### src/rtl/stq_pkg.sv
// ----------------------------------------------------------------------------
// stq_pkg
// Types and codes shared by the sorted timer queue and its chain cells.
// ----------------------------------------------------------------------------
package stq_pkg;

  localparam int SLOT_W  = 4;
  localparam int TIME_W  = 32;
  localparam int COUNT_W = 5;

  typedef enum logic [2:0] {
    OP_SET_PERIOD = 3'd0,
    OP_START      = 3'd1,
    OP_STOP       = 3'd2,
    OP_RESTART    = 3'd3,
    OP_PROCESS    = 3'd4
  } opcode_e;

  // Command broadcast to every cell of the chain.
  typedef enum logic [1:0] {
    CMD_HOLD   = 2'd0,
    CMD_REMOVE = 2'd1,
    CMD_POP    = 2'd2,
    CMD_INSERT = 2'd3
  } chain_cmd_e;

  typedef enum logic {
    ST_IDLE   = 1'b0,
    ST_INSERT = 1'b1
  } state_e;

  typedef struct packed {
    logic [2:0]        opcode;
    logic [SLOT_W-1:0] slot_id;
    logic [TIME_W-1:0] period;
    logic [TIME_W-1:0] now_time;
  } in_word_t;

  typedef struct packed {
    logic               fired;
    logic [SLOT_W-1:0]  fired_slot;
    logic               start_ignored;
    logic [COUNT_W-1:0] queued_count;
  } out_word_t;

  // One queue position: which slot sits there and when it expires.
  typedef struct packed {
    logic              valid;
    logic [SLOT_W-1:0] slot;
    logic [TIME_W-1:0] expiry;
  } entry_t;

  typedef struct packed {
    chain_cmd_e        cmd;
    logic [SLOT_W-1:0] slot;
    logic [TIME_W-1:0] expiry;
  } chain_ctl_t;

endpackage

### src/rtl/stq_cell.sv
// ----------------------------------------------------------------------------
// stq_cell
// One position of the sorted queue; trades its entry with its neighbors.
// ----------------------------------------------------------------------------
module stq_cell (
  input  logic                clk,
  input  logic                rst_n,
  input  stq_pkg::chain_ctl_t ctl,
  input  logic                head_i,
  input  stq_pkg::entry_t     left_i,
  input  logic                left_shift_i,
  input  logic                left_rm_i,
  input  stq_pkg::entry_t     right_i,
  output stq_pkg::entry_t     entry_o,
  output logic                shift_o,
  output logic                rm_o
);

  logic                       valid_r, valid_nxt;
  logic [stq_pkg::SLOT_W-1:0] slot_r, slot_nxt;
  logic [stq_pkg::TIME_W-1:0] expiry_r, expiry_nxt;
  logic                       match;

  assign entry_o.valid  = valid_r;
  assign entry_o.slot   = slot_r;
  assign entry_o.expiry = expiry_r;

  assign match = valid_r && (slot_r == ctl.slot);
  // Set in this cell and all cells to its right once the removed slot is found.
  assign rm_o  = left_rm_i || match;
  // The head keeps ties; every other cell yields to an equal newcomer.
  assign shift_o = valid_r && (head_i ? (ctl.expiry < expiry_r) : (expiry_r >= ctl.expiry));

  always_comb begin
    valid_nxt  = valid_r;
    slot_nxt   = slot_r;
    expiry_nxt = expiry_r;
    case (ctl.cmd)
      stq_pkg::CMD_REMOVE: begin
        if (rm_o) begin
          valid_nxt  = right_i.valid;
          slot_nxt   = right_i.slot;
          expiry_nxt = right_i.expiry;
        end
      end
      stq_pkg::CMD_POP: begin
        valid_nxt  = right_i.valid;
        slot_nxt   = right_i.slot;
        expiry_nxt = right_i.expiry;
      end
      stq_pkg::CMD_INSERT: begin
        if (left_shift_i) begin
          valid_nxt  = left_i.valid;
          slot_nxt   = left_i.slot;
          expiry_nxt = left_i.expiry;
        end else if (shift_o || (!valid_r && (head_i || left_i.valid))) begin
          valid_nxt  = 1'b1;
          slot_nxt   = ctl.slot;
          expiry_nxt = ctl.expiry;
        end
      end
      default: begin
      end
    endcase
  end

  always_ff @(posedge clk) begin
    if (!rst_n) begin
      valid_r <= 1'b0;
    end else begin
      valid_r <= valid_nxt;
    end
  end

  always_ff @(posedge clk) begin
    slot_r   <= slot_nxt;
    expiry_r <= expiry_nxt;
  end

endmodule

### src/rtl/sorted_timer_queue.sv
// ----------------------------------------------------------------------------
// sorted_timer_queue
// Timer slots kept in order of absolute expiry in a chain of queue cells.
// ----------------------------------------------------------------------------
//
//   Channel  Direction  Handshake           Word
//   in_      input      in_valid/in_ready   opcode, slot_id, period, now_time
//   out_     output     out_valid/out_ready fired, fired_slot, start_ignored,
//                                           queued_count
//
// Every word is handled in order: the accept cycle removes, pops or looks up the
// slot in the chain, and the insert state then inserts the slot and loads the
// result register. The two-step restart (remove, then insert) sets this order.
// A synchronous reset empties the queue and zeroes all reload periods at once;
// no clearing pass is needed. A stalled result only holds the insert state;
// the next word can be accepted while the last result still waits.
//
module sorted_timer_queue #(
  parameter int NUM_SLOTS = 16
) (
  input  logic               clk,
  input  logic               rst_n,
  input  logic               in_valid,
  output logic               in_ready,
  input  stq_pkg::in_word_t  in_word,
  output logic               out_valid,
  input  logic               out_ready,
  output stq_pkg::out_word_t out_word
);

  // The slot field is four bits wide, so no more than sixteen periods are kept.
  localparam int PER_DEPTH = (NUM_SLOTS < 16) ? NUM_SLOTS : 16;
  localparam int PER_W     = $clog2(PER_DEPTH);
  localparam int CNT_W     = $clog2(NUM_SLOTS + 1);

  stq_pkg::state_e            state_r, state_nxt;
  stq_pkg::chain_ctl_t        ctl;
  stq_pkg::entry_t            entries [NUM_SLOTS];
  logic                       shifts  [NUM_SLOTS];
  logic                       rms     [NUM_SLOTS];

  logic [stq_pkg::TIME_W-1:0] period_r [PER_DEPTH];
  logic [CNT_W-1:0]           count_r, count_nxt;

  // Word held between the lookup cycle and the insert cycle.
  logic [2:0]                 op_r;
  logic [stq_pkg::SLOT_W-1:0] slot_r;
  logic [stq_pkg::TIME_W-1:0] now_r;
  logic                       ok_r;
  logic                       found_r;
  logic                       fired_r;
  logic [stq_pkg::SLOT_W-1:0] fslot_r;

  logic                       out_valid_r;
  stq_pkg::out_word_t         out_word_r;

  logic                       in_fire;
  logic                       in_ok;
  logic                       head_due;
  logic                       out_free;
  logic                       commit;
  logic                       do_insert;
  logic [stq_pkg::TIME_W-1:0] ins_expiry;

  assign in_ready  = (state_r == stq_pkg::ST_IDLE);
  assign in_fire   = in_valid && in_ready;
  assign out_valid = out_valid_r;
  assign out_word  = out_word_r;
  assign out_free  = !out_valid_r || out_ready;

  // Out-of-range slots turn every operation except process into a no-op.
  assign in_ok    = (32'(in_word.slot_id) < NUM_SLOTS);
  assign head_due = entries[0].valid && (in_word.now_time >= entries[0].expiry);

  // Insertion uses the period as it stands after the lookup cycle.
  assign ins_expiry = now_r + period_r[PER_W'(slot_r)];
  assign do_insert  = ok_r && (((op_r == stq_pkg::OP_START) && !found_r) ||
                               (op_r == stq_pkg::OP_RESTART)) &&
                      (count_r != CNT_W'(NUM_SLOTS));

  // The queue cells. The head has no left neighbor, the tail none on its right.
  for (genvar i = 0; i < NUM_SLOTS; i++) begin : g_cell
    stq_pkg::entry_t left_e, right_e;
    logic            left_sh, left_rm;

    if (i == 0) begin : g_head
      assign left_e  = '0;
      assign left_sh = 1'b0;
      assign left_rm = 1'b0;
    end else begin : g_body
      assign left_e  = entries[i-1];
      assign left_sh = shifts[i-1];
      assign left_rm = rms[i-1];
    end

    if (i == NUM_SLOTS - 1) begin : g_tail
      assign right_e = '0;
    end else begin : g_inner
      assign right_e = entries[i+1];
    end

    stq_cell u_cell (
      .clk          (clk),
      .rst_n        (rst_n),
      .ctl          (ctl),
      .head_i       (i == 0),
      .left_i       (left_e),
      .left_shift_i (left_sh),
      .left_rm_i    (left_rm),
      .right_i      (right_e),
      .entry_o      (entries[i]),
      .shift_o      (shifts[i]),
      .rm_o         (rms[i])
    );
  end

  // Command sequencing: lookup/remove on accept, then insert and report.
  always_comb begin
    ctl        = '0;
    ctl.cmd    = stq_pkg::CMD_HOLD;
    state_nxt  = state_r;
    commit     = 1'b0;
    count_nxt  = count_r;
    unique case (state_r)
      stq_pkg::ST_IDLE: begin
        ctl.slot = in_word.slot_id;
        if (in_fire) begin
          state_nxt = stq_pkg::ST_INSERT;
          unique case (in_word.opcode) inside
            stq_pkg::OP_SET_PERIOD, stq_pkg::OP_STOP, stq_pkg::OP_RESTART: begin
              if (in_ok) begin
                ctl.cmd = stq_pkg::CMD_REMOVE;
                if (rms[NUM_SLOTS-1]) begin
                  count_nxt = count_r - 1'b1;
                end
              end
            end
            stq_pkg::OP_PROCESS: begin
              if (head_due) begin
                ctl.cmd   = stq_pkg::CMD_POP;
                count_nxt = count_r - 1'b1;
              end
            end
            default: begin
            end
          endcase
        end
      end
      stq_pkg::ST_INSERT: begin
        ctl.slot   = slot_r;
        ctl.expiry = ins_expiry;
        if (out_free) begin
          commit    = 1'b1;
          state_nxt = stq_pkg::ST_IDLE;
          if (do_insert) begin
            ctl.cmd   = stq_pkg::CMD_INSERT;
            count_nxt = count_r + 1'b1;
          end
        end
      end
      default: begin
        state_nxt = stq_pkg::ST_IDLE;
      end
    endcase
  end

  always_ff @(posedge clk) begin
    if (!rst_n) begin
      state_r <= stq_pkg::ST_IDLE;
    end else begin
      state_r <= state_nxt;
    end
  end

  always_ff @(posedge clk) begin
    if (!rst_n) begin
      count_r     <= '0;
      out_valid_r <= 1'b0;
    end else begin
      count_r <= count_nxt;
      if (commit) begin
        out_valid_r <= 1'b1;
      end else if (out_ready) begin
        out_valid_r <= 1'b0;
      end
    end
  end

  // Reload periods reset to zero and are written by set period.
  always_ff @(posedge clk) begin
    if (!rst_n) begin
      for (int k = 0; k < PER_DEPTH; k++) begin
        period_r[k] <= '0;
      end
    end else if (in_fire && in_ok && (in_word.opcode == stq_pkg::OP_SET_PERIOD)) begin
      period_r[PER_W'(in_word.slot_id)] <= in_word.period;
    end
  end

  always_ff @(posedge clk) begin
    if (in_fire) begin
      op_r    <= in_word.opcode;
      slot_r  <= in_word.slot_id;
      now_r   <= in_word.now_time;
      ok_r    <= in_ok;
      found_r <= in_ok && (in_word.opcode == stq_pkg::OP_START) && rms[NUM_SLOTS-1];
      fired_r <= (in_word.opcode == stq_pkg::OP_PROCESS) && head_due;
      fslot_r <= ((in_word.opcode == stq_pkg::OP_PROCESS) && head_due) ?
                 entries[0].slot : '0;
    end
    if (commit) begin
      out_word_r.fired         <= fired_r;
      out_word_r.fired_slot    <= fslot_r;
      out_word_r.start_ignored <= found_r;
      out_word_r.queued_count  <= stq_pkg::COUNT_W'(count_nxt);
    end
  end

  // The fill count never passes the number of cells.
  a_count_bound: assert property (@(posedge clk) disable iff (!rst_n)
    count_r <= CNT_W'(NUM_SLOTS))
    else $error("queue count exceeds number of cells");

  // The head cell holds an entry exactly when the count is not zero.
  a_head_count: assert property (@(posedge clk) disable iff (!rst_n)
    entries[0].valid == (count_r != '0))
    else $error("head valid disagrees with queue count");

  // An accepted word always moves on to the insert cycle.
  a_accept_seq: assert property (@(posedge clk) disable iff (!rst_n)
    in_fire |=> (state_r == stq_pkg::ST_INSERT))
    else $error("accepted word did not reach insert cycle");

  // A result never reports both a firing and an ignored start.
  a_out_excl: assert property (@(posedge clk) disable iff (!rst_n)
    out_valid_r |-> !(out_word_r.fired && out_word_r.start_ignored))
    else $error("fired and start_ignored both set");

endmodule
### config.mk
export PLATFORM = sky130hd
export DESIGN_NAME = sorted_timer_queue
export DESIGN_NICKNAME = d
export VERILOG_FILES = /design/src/rtl/stq_pkg.sv /design/src/rtl/stq_cell.sv /design/src/rtl/sorted_timer_queue.sv
export SDC_FILE = /design/constraint.sdc
export NUM_CORES = 2
export LEC_CHECK = 0
export BUFFER_PORTS_ARGS = -buffer_cell sky130_fd_sc_hd__buf_2
export CAP_MARGIN = 20
export CORE_MARGIN = 1.5
export CORE_UTILIZATION = 60
export CTS_CLUSTER_DIAMETER = 40
export CTS_CLUSTER_SIZE = 25
export DETAILED_ROUTE_END_ITERATION = 8
export GPL_ROUTABILITY_DRIVEN = 0
export HOLD_SLACK_MARGIN = 0.06
export PLACE_DENSITY = 0.76
export REMOVE_ABC_BUFFERS = 1
export SYNTH_ARGS = -nofsm -noshare
export SYNTH_HDL_FRONTEND = slang
export SYNTH_SLANG_ARGS = --single-unit
### constraint.sdc
create_clock -name clk -period 16.5 [get_ports clk]
set_clock_uncertainty 0.1 [all_clocks]
set_input_delay 2.475 -clock clk [delete_from_list [all_inputs] [get_ports clk]]
set_output_delay 2.475 -clock clk [all_outputs]
set_load 0.005 [all_outputs]
==> results_dict.tcl <==
set metrics [dict create \
    whs_ps 328 \
    setup-tns-final_ps 0 \
    drc 0 \
    vias 49401 \
    routed_wl_um 187000 \
    grt_usage_pct 31.9 \
    fin_util_pct 67.7 \
    finalCritPeriodShare_pct 65.5 \
    globalRoute.totalOverflow 0 \
    path_common_cell "buf_4" \
    hold_class "reg -> reg" \
    dieArea_um2 118000 \
    finalHoldViolCount 0 \
    crit_type "reg -> reg" \
    power_density_nw_per_um2 112 \
    ant_nets 0 \
    rsz0062_at_grt "no" \
    grt_pass1_wl_um 288000 \
    final_area_um2 77500 \
    cts_made_buffers 164 \
    core_area_um2 115000 \
    async_flop_share_pct 0 \
    first_pass_iters 6 \
    cpMaxStageDelayCell "dfxtp_4" \
    timing.slew.headroom_pct 21.5 \
    hold_end "out_word[10]" \
    nets 6643 \
    min_from "fired_r" \
    cp_max_fo 47 \
    floorplan.initialDensity_pct 60.5 \
    htree_levels 4 \
    clockBufferDepth 3 \
    die_width_um 343 \
    postCtsHoldBufs 0 \
    dp_hpwl_um 124000 \
    arrival_ps 11110 \
    syn2layout_area_growth_pct 11.8 \
    min_period_ps 10800 \
    yosysUniqueCellTypes 88 \
    grt_pass1_vias 49825 \
    run_status "finished clean" \
    rows 124 \
    root_buffer "clkbuf_16" \
    clkTransAtPathRegs_ps 50 \
    holdPathStages 0 \
    viasPerCell 6.46 \
    syn_inst 6000 \
    io_pins 88 \
    drive_above_1_share_pct 12.3 \
    synth_top_cell_area_share_pct 49.6 \
    max_stage_delay_ps 950 \
    antenna_found_initial 7 \
    rr_endpoint "g_cell[2].u_cell.expiry_r[1]" \
    drv_cap 0 \
    vdd_drop_max_mv 0.114 \
    drt_iter0_drc 4905 \
    clkSinkCount 1171 \
    cts_resized 0 \
    cts_tree "yes" \
    slew_viol_final 0 \
    setup_viol 0 \
    r2r_slack_ps 5700 \
    clock_latency_ps 800 \
    ys_warn_count 0 \
    synth.area.top_cells "edfxtp_1 50%, ha_1 10%, mux2i_1 5.6%, mux4_2 5.2%, and2_1 4.8%" \
    power.total_uw 8650 \
    avgSynthCellArea_um2 11.6 \
    ys_seq_elements 1171 \
    syn-cell-area_um2 69300 \
    layout_common_cells "1144 x edfxtp_1, 685 x nand2_1, 594 x o21ai_0" \
    placed_cell_area_um2 71600 \
    layout_commonest_cell "edfxtp_1" \
    die_h_um 343 \
    tightestPinTransition_ps 1180 \
    cp-start-kind "flop" \
    cp_cell_sequence "buf_4 -> mux4_2 -> mux4_2 -> ha_1 -> and3_1 -> a221oi_2 -> or3_1 -> nand4_1 -> a221oi_1 -> o21ai_0 -> a21oi_2 -> inv_1 -> ha_1 -> nand4_1 -> or2_2 -> or4_1 -> o311ai_0 -> o2bb2ai_4 -> buf_4 -> nor2_1 -> a31oi_4 -> buf_4" \
    grt_start_max_net_pins 271 \
    power.leakage_uw 0.0298 \
    postCtsSetupBuffers 0 \
    max_freq_mhz 92.6 \
    crit_required_ps 16810 \
    synth_edf_count 1144 \
    synth_top_area_cell "edfxtp_1" \
    rr_worst_depth 22 \
    drt-wirelength-per-cell_um 24.5 \
    cp-end-kind "flop" \
    port_buffers 87 \
    yosysSeqAreaShare_pct 50.4 \
    ys.flop_type "edfxtp_1" \
]
==> logic make-up (layout without fill, tap and decap cells) <==
group / Yosys count / in the layout / synth area share, %
compound gates: 1301 / 1301 / 11.3
other cells: 0 / 4 / 0
buf+inv: 491 / 621 / 2.73
fa+ha+maj: 577 / 577 / 10.4
xor+xnor: 79 / 79 / 0.998
simple gates: 1819 / 1819 / 13.1
flops: 1171 / 1171 / 50.4
mux: 562 / 562 / 11.1
==> area by class of cell <==
cell class	instances	area (um^2)
antenna	4	10.0
clock buffer	177	4180
timing repair buffer	204	1390
fill	8171	37000
multi-input combinational	4338	33100
clock inverter	128	1620
tap	1512	1890
sequential	1171	34900
inverter	112	420
==> power by group <==
group / internal [uW] / total [uW] / switching [uW]
registers: 3360 / 3420 / 62.1
clock network: 2250 / 3710 / 1460
logic: 562 / 1510 / 951
total: 6170 / 8650 / 2480
==> worst max-delay path: cells and delay by family (launching register included) <==
family,cells,cell delay (ps)
AO/OA/AOI/OAI,7,3040
buffers and inverters,4,2280
AND/OR/NAND/NOR,7,1840
multiplexers,2,1150
flip-flops,1,950
adder cells (fa/ha/maj),2,870
==> metrics by stage <==
step	instances	setup slack [ps]
6_report	7646	5700
5_1_grt	7644	5080
4_1_cts	7639	5810
3_5_place_dp	7334	5830
3_3_place_gp	7332	6100
2_1_floorplan	5621	-4940
==> worst max path at each step <==
stage	endpoint	slack, ps	depth (start not counted)
3_5_place_dp	g_cell[2].u_cell.expiry_r[2]	5830	22
6_report	g_cell[2].u_cell.expiry_r[1]	5700	22
2_1_floorplan	g_cell[1].u_cell.expiry_r[0]	-4940	6
4_1_cts	g_cell[2].u_cell.expiry_r[1]	5810	22
3_3_place_gp	g_cell[2].u_cell.expiry_r[0]	6100	22
5_1_grt	g_cell[2].u_cell.expiry_r[4]	5080	22
==> synth_stat cells, drive strengths merged (11+ instances only) <==
library cell  instances
o31ai                11
nor4                 12
nand2b               48
buf                  76
edfxtp             1144
and2                536
nand4                84
a221o                37
nand3                63
nor2                205
o21ai               610
inv                 111
a21oi               243
xnor2                66
a221oi               12
or3                  13
ha                  576
dfxtp                27
a211oi               36
nor3                 63
and3                 54
mux4                160
xor2                 13
nand2               686
clkbuf              303
mux2i               394
a2111oi              18
nor2b                29
a21o                133
a31oi                43
o211ai               38
o21a                 30
==> flip-flops by register name, summed over array words and instances (netlist names), named ones only <==
signal                  flops
g_cell.u_cell.expiry_r    512
period_r                  512
g_cell.u_cell.slot_r       64
now_r                      32
g_cell.u_cell.valid_r      16
out_word                   11
count_r                     5
fslot_r                     4
slot_r                      4
op_r                        3
fired_r                     1
found_r                     1
out_valid                   1
state_r                     1
==> per-layer routing <==
| layer | track usage (%) | up-vias | wire length [um] |
|---|---|---|---|
| met1 | 41.7 | 24097 | 74800 |
| met2 | 52.5 | 2268 | 89300 |
| met4 | 15.2 | 8 | 8150 |
| met3 | 4.69 | 485 | 15000 |
| met5 | 0 | - | 42 |
| li1 | - | 22543 | - |
Power figures use the tool's default switching activity.
